### config.mk
export PLATFORM = sky130hd
export DESIGN_NAME = wsrb_front
export DESIGN_NICKNAME = d
export VERILOG_FILES = /design/src/rtl/windowed_sample_ring_buffer_defines.svh /design/src/rtl/wsrb_pkg.sv /design/src/rtl/wsrb_front.sv
export SDC_FILE = /design/constraint.sdc
export NUM_CORES = 1
export LEC_CHECK = 0
export ABC_AREA = 1
export BUFFER_PORTS_ARGS = -buffer_cell sky130_fd_sc_hd__buf_2
export CORE_MARGIN = 8
export CORE_UTILIZATION = 40
export DETAILED_ROUTE_END_ITERATION = 12
export SLEW_MARGIN = 30
export SYNTH_ARGS = -nofsm -noshare
export SYNTH_HDL_FRONTEND = slang
export SYNTH_SLANG_ARGS = --single-unit
export TNS_END_PERCENT = 100
### constraint.sdc
create_clock -name clock -period 6.8 [get_ports clock]
set_clock_uncertainty 0.05 [all_clocks]
set_input_delay 0.68 -clock clock [delete_from_list [all_inputs] [get_ports clock]]
set_output_delay 0.68 -clock clock [all_outputs]
set_load 0.05 [all_outputs]
### src/rtl/windowed_sample_ring_buffer_defines.svh
// Assertion macros used by the ring buffer back end.
`ifndef WINDOWED_SAMPLE_RING_BUFFER_DEFINES_SVH
`define WINDOWED_SAMPLE_RING_BUFFER_DEFINES_SVH

// Checked on every edge outside reset.
`define WSRB_ASSERT(lbl, clk, rst, prop) \
   lbl: assert property (@(posedge clk) disable iff (rst) prop) \
      else $error("wsrb assertion failed");

// Checked on every edge, reset included.
`define WSRB_ASSERT_ALWAYS(lbl, clk, prop) \
   lbl: assert property (@(posedge clk) prop) \
      else $error("wsrb assertion failed");

`endif

### src/rtl/wsrb_pkg.sv
// Types and constants of the windowed sample ring buffer.
`timescale 1ns / 1ps
package wsrb_pkg;

   localparam int TS_W  = 63;
   localparam int PL_W  = 64;
   localparam int WIN_W = 64;
   localparam int CAP_W = 6;
   localparam logic [CAP_W-1:0] CAP_RESET = 6'd32;

   typedef enum logic {
      OP_SAVE  = 1'b0,
      OP_QUERY = 1'b1
   } op_type;

   // one classified item: a save carries {0,timestamp} and payload,
   // a query carries window start and window end
   typedef struct packed {
      op_type             op;
      logic [WIN_W-1:0]   arg_a;
      logic [WIN_W-1:0]   arg_b;
   } cmd_type;

   typedef enum logic [1:0] {
      BK_IDLE,
      BK_READ,
      BK_CHECK,
      BK_CLOSE
   } bk_state_type;

endpackage

### src/rtl/wsrb_front.sv
// Front end: accepts items, classifies them and queues them for the back end.
`timescale 1ns / 1ps
module wsrb_front
   import wsrb_pkg::*;
(
   input  logic                    clock,
   input  logic                    reset,
   input  logic                    req_valid,
   output logic                    req_stall,
   input  logic                    req_operation,
   input  logic [TS_W-1:0]         req_sample_timestamp,
   input  logic [PL_W-1:0]         req_sample_payload,
   input  logic signed [WIN_W-1:0] req_window_start,
   input  logic signed [WIN_W-1:0] req_window_end,
   output logic                    cmd_valid,
   output cmd_type                 cmd,
   input  logic                    cmd_pop
);

   localparam int QD  = 4;
   localparam int QAW = $clog2(QD);

   cmd_type          q_ff [QD];
   logic [QAW-1:0]   wr_ptr_ff, wr_ptr_in;
   logic [QAW-1:0]   rd_ptr_ff, rd_ptr_in;
   logic [QAW:0]     cnt_ff, cnt_in;
   cmd_type          cls;
   logic             push, pop;

   // classify: pack the fields the operation needs into one command
   always_comb begin
      if (op_type'(req_operation) == OP_QUERY) begin
         cls.op    = OP_QUERY;
         cls.arg_a = req_window_start;
         cls.arg_b = req_window_end;
      end else begin
         cls.op    = OP_SAVE;
         cls.arg_a = {1'b0, req_sample_timestamp};
         cls.arg_b = req_sample_payload;
      end
   end

   assign req_stall = (cnt_ff == (QAW+1)'(QD));
   assign push      = req_valid && !req_stall;
   assign cmd_valid = (cnt_ff != '0);
   assign pop       = cmd_pop && cmd_valid;
   assign cmd       = q_ff[rd_ptr_ff];

   always_comb begin
      wr_ptr_in = push ? wr_ptr_ff + 1'b1 : wr_ptr_ff;
      rd_ptr_in = pop ? rd_ptr_ff + 1'b1 : rd_ptr_ff;
      cnt_in    = cnt_ff;
      if (push && !pop) begin
         cnt_in = cnt_ff + 1'b1;
      end else if (pop && !push) begin
         cnt_in = cnt_ff - 1'b1;
      end
   end

   always_ff @(posedge clock) begin
      if (reset) begin
         wr_ptr_ff <= '0;
         rd_ptr_ff <= '0;
         cnt_ff    <= '0;
      end else begin
         wr_ptr_ff <= wr_ptr_in;
         rd_ptr_ff <= rd_ptr_in;
         cnt_ff    <= cnt_in;
      end
   end

   always_ff @(posedge clock) begin
      if (push) begin
         q_ff[wr_ptr_ff] <= cls;
      end
   end

endmodule

; Yosys cells after proc, flatten, opt, wreduce, memory -nomap -nowiden
; Memories as Yosys holds them, arrays and structs flattened. A register that Yosys moved wholly into a read port is not among the register bits.
; Index checks and enable logic that the tools add are counted.
; W data, S select, Z words.
[totals]
rom_bits = 0
out_inout_bits = 131
memories = 1
ram_bits = 516
reg_bits = 7
elab_cells = 25
input_bits = 260
latch_bits = 0
[memory_table]
columns = name, depth, word_bits, rd, rd_clocked_by_memory_dff, write_ports, line_no
row1 = q_ff, 4, 129, 1, 1, 1, wsrb_front.sv:23  ; cmd_type q_ff [QD];
[op_classes]
magnitude_cmp = 0
add_sub_neg = 4
shift = 0
n_mul = 0
n_eq_ne = 1
bitwise = 0
n_mux = 7
n_div = 0
reduce_logical = 9
[op_table]
columns = operator, n
row1 = $mux W129, 1
row2 = $mux W3, 2
row3 = $add A2 B1 Y2 const B, 2
row4 = $logic_and A1 B1 Y1, 4
row5 = $mux W2, 2
row6 = $add A3 B1 Y3 const B, 1
row7 = $eq A3 B3 Y1 const B, 1
row8 = $logic_not A1 Y1, 3
row9 = $reduce_bool A3 Y1, 1
row10 = $sub A3 B1 Y3 const B, 1
row11 = $mux W1, 2
row12 = $reduce_bool A2 Y1, 1

; Depth between registers and ports, before layout
; Gate-level depths: netlist of the first run.
[depth]
word_depth = 7
mapped_depth = 13
ltp_nobuf = 13

; Least setup slack after synthesis of the first run
; No wires, ideal clock.
[synth_timing]
kind = input port to flip-flop
from = input port req_valid
to = memory q_ff[0][0] in the netlist's numbering (enable)
cell_stages = 2
n_path_buf = 0
arrival_ps = 6150
required_ps = 6131
path_slack_ps = -19
setup_ps = 619
cell_sequence = nand2_1 -> nor2_1
[synth_between]
elab_chain_len = 3
[synth_rtl]
columns = element, line_no
row1 = "start, declared", wsrb_front.sv:8  ; input logic req_valid,
row2 = $logic_and A1 B1 Y1, wsrb_front.sv:44  ; assign push = req_valid && !req_stall;
row3 = $mux W1, wsrb_front.sv:73  ; if (push) begin
row4 = $mux W1 (implied by the code), wsrb_front.sv:74  ; q_ff[wr_ptr_ff] <= cls;
row5 = "end, declared", wsrb_front.sv:23
; Every way passes these cells.

==> impl_metrics.json, run 1 <==
{
  "htreeDepth": 2,
  "numClockSinks": 525,
  "swShare": 0.388,
  "min_path_cells": 2,
  "hp-start": "reset",
  "syn_area_um2": 21100,
  "ys_ff_latch": 525,
  "wl_per_cell_um": 19.7,
  "ff2ff_setup_slack_ns": 4.13,
  "insertion_delay_ns": 0.57,
  "cts_tree": "done",
  "start_kind": "flip-flop",
  "crit_type": "flip-flop to output port",
  "drtPass1Iterations": 4,
  "postCtsHoldBufs": 0,
  "clockPowerShare": 0.265,
  "cp_data_arrival_time_ns": 3.46,
  "ir_drop_mv": 0.289,
  "initial_core_util": 0.403,
  "instances_no_fill": 2553,
  "regArea_um2": 15700,
  "post-route-util": 0.479,
  "cp_common_cell": "buf_4",
  "yosys-top-cells-area": "edfxtp_1 73%, mux2_2 6.8%, nor2_1 4.8%, o21ai_0 3.9%, o22ai_1 3.8%",
  "die-area_um2": 60400,
  "min_delay_worst_endpoint": "rd_ptr_ff[0]$_SDFFE_PP0P_",
  "drt_drc_violations_left": 0,
  "max_freq_ghz": 0.239,
  "cpPeakStageDelay_ns": 0.71,
  "grt_pass1_wl_um": 76500,
  "route.met3.wl_um": 2880,
  "cts_buffers": 54,
  "core_area_um2": 52400,
  "cts_setup_buffers": 0,
  "num_vias": 13200,
  "drt-total-wl_um": 50300,
  "finalHoldViolCount": 0,
  "rows": 84,
  "seqPwrFrac": 0.404,
  "die_x_um": 246,
  "synth_cell_types": 21,
  "via_per_inst": 5.15,
  "endpoint_kind": "output port",
  "wl_met1_um": 21100,
  "p_per_area_nw_per_um2": 404,
  "worstPathRequired_ns": 6.07,
  "yosys_warnings": 0,
  "fill_cells": 4573,
  "r2r_cells": 6,
  "setup_viol": 0,
  "power_frac_comb": 0.331,
  "grt_util_all_layers": 0.160,
  "crit_path_top_delay_cell": "dfxtp_4",
  "drtIter0Drc": 948,
  "maxCapViolCount": 0,
  "dp.cells": 2453,
  "io_pins": 391,
  "overflow": 0,
  "portBuffers": 390,
  "yosysTopAreaCell": "edfxtp_1",
  "ctsResizeCount": 0,
  "die_h_um": 246,
  "p_sw_uw": 3930,
  "ant_nets": 0,
  "dr_wl_met2_um": 25700,
  "globalplace.congestion": 0.717,
  "dp_hpwl_um": 29500,
  "post-route-period-util": 0.616,
  "grt_pass1_vias": 13300,
  "path_clk_slew_ns": 0.06,
  "tightest_slew_ns": 0.926,
  "setup_slack_ns": 2.61,
  "syn2layout_area_growth_pct": 18.9,
  "rsz0062_at_grt": "false",
  "fin_crit_ns": 4.19,
  "r2r_start": "cnt_ff[0]$_SDFFE_PP0P_",
  "avgSynthCellArea_um2": 14.5,
  "layout-drive-gt1-share": 0.327,
  "cts_root_buf": "clkbuf_16",
  "ys_seq_area_frac": 0.742,
  "post-place-ws_ns": 3.09,
  "synth_fp_nets": 1725,
  "cp_cell_sequence": "buf_4 -> buf_4 -> o21ai_0 -> o22ai_1 -> buf_2",
  "clock_path_buffers": 3,
  "worst-path-max-fanout": 74,
  "top_layer_used": "met4",
  "multi_input_comb_area_um2": 4780,
  "netlist.area_leader.share": 0.733,
  "antenna_found_initial": 1,
  "fin_setup_tns_ns": 0,
  "final_net_count": 2087,
  "status": "finished clean",
  "hold_path_class": "input pin to flip-flop",
  "report.final.slew_viol_count": 0,
  "syn_inst": 1459,
  "r2r-end": "q_ff[2][71]$_DFFE_PP_",
  "slew_headroom": 0.383,
  "grt_start_max_net_pins": 130,
  "internal-power_uw": 6210,
  "power.leakage_uw": 0.00895
}
## logic make-up after synthesis
| family | after synthesis | synth area share |
|---|---|---|
| compound gates | 391 | 0.100 |
| buf+inv | 116 | 0.0335 |
| mux | 127 | 0.0677 |
| fa+ha+maj | 6 | 0.00391 |
| simple gates | 293 | 0.0525 |
| xor+xnor | 1 | 0.000415 |
| flops | 525 | 0.742 |
## per-stage QoR
stage | hold WS, ns | area (um^2) | power, uW
final | 0.282 | 25100 | 10100
after global routing | 0.287 | 25100 | 10600
after CTS | 0.250 | 25100 | 10300
after detailed placement | 0.456 | 23500 | 7580
after global placement | 0.440 | 23500 | 7530
after floorplan | 0.409 | 21100 | 6750
## layout make-up
class / instances / share of cell area
Tap cell: 688 / 0.0343
Timing Repair Buffer: 404 / 0.0844
Antenna cell: 1 / 0.0000996
Clock inverter: 27 / 0.00642
Inverter: 18 / 0.00309
Multi-Input combinational cell: 818 / 0.190
Clock buffer: 72 / 0.0573
Sequential cell: 525 / 0.624
## layout by cell type, fill, tap and decap left out, types with 2 or more instances in the layout
cell	Yosys	final
nand3_1	4	4
o21ai_1	94	94
clkbuf_16	0	55
ha_1	5	5
dfxtp_1	9	7
a21oi_1	3	3
edfxtp_1	516	516
dfxtp_4	0	2
buf_12	0	3
buf_4	15	10
nor2_1	272	268
clkbuf_1	33	17
inv_6	0	2
nand2_1	16	16
o21ai_0	165	165
o22ai_1	129	129
nor2_4	0	4
mux2_2	127	127
inv_1	17	16
clkinvlp_4	0	2
buf_2	20	389
clkinv_1	0	12
clkinv_2	0	9
## worst max path at each step
stage,startpoint,endpoint,cells after the start
3_3_place_gp,flip-flop,cmd[128],5
3_5_place_dp,flip-flop,cmd[124],5
6_report,flip-flop,cmd[79],5
5_1_grt,flip-flop,cmd[124],5
4_1_cts,flip-flop,cmd[124],5
2_1_floorplan,req_valid,q_ff[0][0]$_DFFE_PP_,2
## power groups by stage
stage                     Combinational [uW]  Clock, uW  Sequential, uW
after floorplan                         2590          0            4160
after global placement                  3380          0            4160
after detailed placement                3420          0            4170
after CTS                               3420       2770            4100
after global routing                    3590       2880            4130
final                                   3360       2690            4100
## metal layers
metal | global-route usage | up-vias
met5 | 0 | -
met2 | 0.277 | 344
li1 | - | 6243
met3 | 0.0327 | 39
met1 | 0.205 | 6529
met4 | 0.0368 | 0
## flip-flops by register name (all words and copies together), names as in the netlist, named ones only
register and count:
wr_ptr_ff 2, q_ff 516, rd_ptr_ff 2, cnt_ff 3
## cell usage after synthesis (all sizes together)
cell    number
inv         18
edfxtp     516
ha           5
buf         59
o21ai      259
fa           1
nand3b       1
mux2       127
a21oi        3
xor2         1
o22ai      129
nor2       272
nand3        4
clkbuf      39
nand2       16
dfxtp        9
## worst max-delay path, delay by kind of cell, from the launching register on
kind                   cells  cell delay [ns]
AO/OA/AOI/OAI              2             0.47
buffers and inverters      3             1.62
flip-flops                 1             0.71
(Power assumes the default switching activity.)
==> run 2: changes to the inputs <==
Settings changed: ABC_AREA 1 to 0.
Clock period 6.8 ns to 3.91 ns, I/O delays scaled along.
==> impl_metrics.json, run 2 <==
{
  "finalHoldViolCount": 0,
  "synth_cell_types": 22,
  "max_freq_ghz": 0.326,
  "layout_commonest_cell": "edfxtp_1",
  "grt_pass1_vias": 11400,
  "hold_path_class": "input pin to flip-flop",
  "largest_register_ffs": 516,
  "p_per_area_nw_per_um2": 701,
  "die_x_um": 243,
  "ys_ff_latch": 525,
  "r2r_start": "cnt_ff[0]$_SDFFE_PP0P_",
  "reg.largest.list": "q_ff (516), cnt_ff (3)",
  "rsz0062_at_grt": "false",
  "route.met3.wl_um": 2420,
  "grt_start_max_net_pins": 79,
  "io_pins": 391,
  "ctsResizeCount": 0,
  "final_net_count": 1553,
  "numClockSinks": 525,
  "num_vias": 10000,
  "syn_area_um2": 20600,
  "dr_wl_met2_um": 22500,
  "tightest_slew_ns": 0.803,
  "top_register": "q_ff",
  "synth_fp_nets": 1129,
  "worst-path-max-fanout": 32,
  "r2r_cells": 4,
  "htreeDepth": 2,
  "instances_no_fill": 2011,
  "cts_root_buf": "clkbuf_16",
  "grt_pass1_wl_um": 68200,
  "drt-total-wl_um": 44200,
  "drtIter0Drc": 565,
  "initial_core_util": 0.403,
  "die-area_um2": 59000,
  "cts_tree": "done",
  "dp_hpwl_um": 28200,
  "netlist.area_leader.share": 0.753,
  "globalplace.congestion": 0.709,
  "portBuffers": 390,
  "insertion_delay_ns": 0.58,
  "wl_per_cell_um": 22.0,
  "synth_ff_type": "edfxtp_1",
  "ff2ff_setup_slack_ns": 1.54,
  "endpoint_kind": "output port",
  "dp.cells": 1909,
  "wl_met1_um": 18400,
  "syn2layout_area_growth_pct": 22.5,
  "drt_drc_violations_left": 0,
  "async_reset_ff_frac": 0,
  "yosysMostFrequentCell": "edfxtp_1",
  "ys_seq_area_frac": 0.761,
  "drtPass1Iterations": 4,
  "final_cell_mix": "516 x edfxtp_1, 389 x buf_2, 129 x mux4_2",
  "crit_end": "cmd[88]",
  "post-place-ws_ns": 1.36,
  "fin_crit_ns": 3.07,
  "overflow": 0,
  "fin_setup_tns_ns": 0,
  "worstPathRequired_ns": 3.47,
  "setup_viol": 0,
  "post-route-period-util": 0.785,
  "cts_buffers": 55,
  "die_h_um": 243,
  "synth_commonest_cells": "516 x edfxtp_1, 129 x mux4_2, 127 x mux2_2",
  "syn_inst": 863,
  "top_layer_used": "met5",
  "start_kind": "flip-flop",
  "r2r-end": "q_ff[0][97]$_DFFE_PP_",
  "synth_edf_count": 516,
  "yosys_warnings": 0,
  "dpl_cell_area_um2": 23400,
  "maxCapViolCount": 0,
  "yosys-top-cells-area": "edfxtp_1 75%, mux4_2 14%, mux2_2 6.9%, dfxtp_1 0.88%, buf_6 0.71%",
  "clock_path_buffers": 3,
  "via_per_inst": 4.99,
  "ant_nets": 0,
  "crit_type": "flip-flop to output port",
  "grt_util_all_layers": 0.148,
  "power.leakage_uw": 0.00867,
  "ir_drop_mv": 0.554,
  "final_area_um2": 25200,
  "antenna_found_initial": 1,
  "yosysTopAreaCell": "edfxtp_1",
  "avgSynthCellArea_um2": 23.9,
  "status": "finished clean",
  "core_area_um2": 51100,
  "slew_headroom": 0.465,
  "rows": 83,
  "cp_data_arrival_time_ns": 2.63,
  "setup_slack_ns": 0.840,
  "report.final.slew_viol_count": 0,
  "layout-drive-gt1-share": 0.562,
  "path_clk_slew_ns": 0.06
}
==> run 2: what timing repair did <==
action | in CTS | in global routing
buffers inserted | 0 | 0
endpoints found under the setup margin | 0 | 0
endpoints found under the hold margin | 3 | 0
hold buffers | 1 | 0
==> run 2: cell type report <==
| class | instances | area [um^2] |
|---|---|---|
| Antenna cell | 1 | 2.50 |
| Clock buffer | 65 | 1460 |
| Clock inverter | 35 | 290 |
| Fill cell | 4210 | 25900 |
| Inverter | 4 | 15.0 |
| Multi-Input combinational cell | 291 | 4610 |
| Sequential cell | 525 | 15700 |
| Tap cell | 680 | 851 |
| Timing Repair Buffer | 410 | 2300 |
==> run 2: power breakdown <==
part / switching (uW) / internal [uW]
registers: 247 / 6820
logic: 3800 / 1790
clock network: 2040 / 2970
==> run 2: cell families after synthesis <==
family                   Yosys count  synth area share
XOR/XNOR                           4           0.00170
AND/OR/NAND/NOR                   17           0.00450
flip-flops                       525             0.761
multiplexers                     258             0.212
buffers and inverters             47            0.0150
adder cells (fa/ha/maj)            6           0.00401
AO/OA/AOI/OAI                      6           0.00176
==> run 2: worst min-delay path by stage <==
stage               cells after the start                        end                 startpoint  slack, ns
floorplan                               2  wr_ptr_ff[1]$_SDFFE_PP0P_  wr_ptr_ff[1]$_SDFFE_PP0P_       0.43
global placement                        2  wr_ptr_ff[1]$_SDFFE_PP0P_  wr_ptr_ff[1]$_SDFFE_PP0P_       0.45
detailed placement                      2                  flip-flop  rd_ptr_ff[0]$_SDFFE_PP0P_       0.46
CTS                                     2       q_ff[2][7]$_DFFE_PP_      req_sample_payload[7]       0.06
global route                            2       q_ff[2][7]$_DFFE_PP_      req_sample_payload[7]       0.07
finish                                  2       q_ff[2][7]$_DFFE_PP_      req_sample_payload[7]       0.11
==> run 2: metrics by stage <==
stage	util	power, uW	hold WS [ns]
after floorplan	-	11500	0.432
after detailed placement	0.459	12900	0.461
after CTS	0.493	18000	0.0585
after global placement	0.459	12900	0.451
final	0.493	17700	0.108
after global routing	0.493	18400	0.0714
==> run 2: per-layer routing <==
layer	vias to the layer above	global-route usage
met4	2	0.0358
li1	4517	-
met3	60	0.0373
met5	-	0
met1	5179	0.187
met2	273	0.255
==> run 2: critical path: stages (launching register included) <==
cell and delay (ns):
dfxtp_4 0.87, buf_4 0.39, mux4_2 0.54, buf_2 0.23
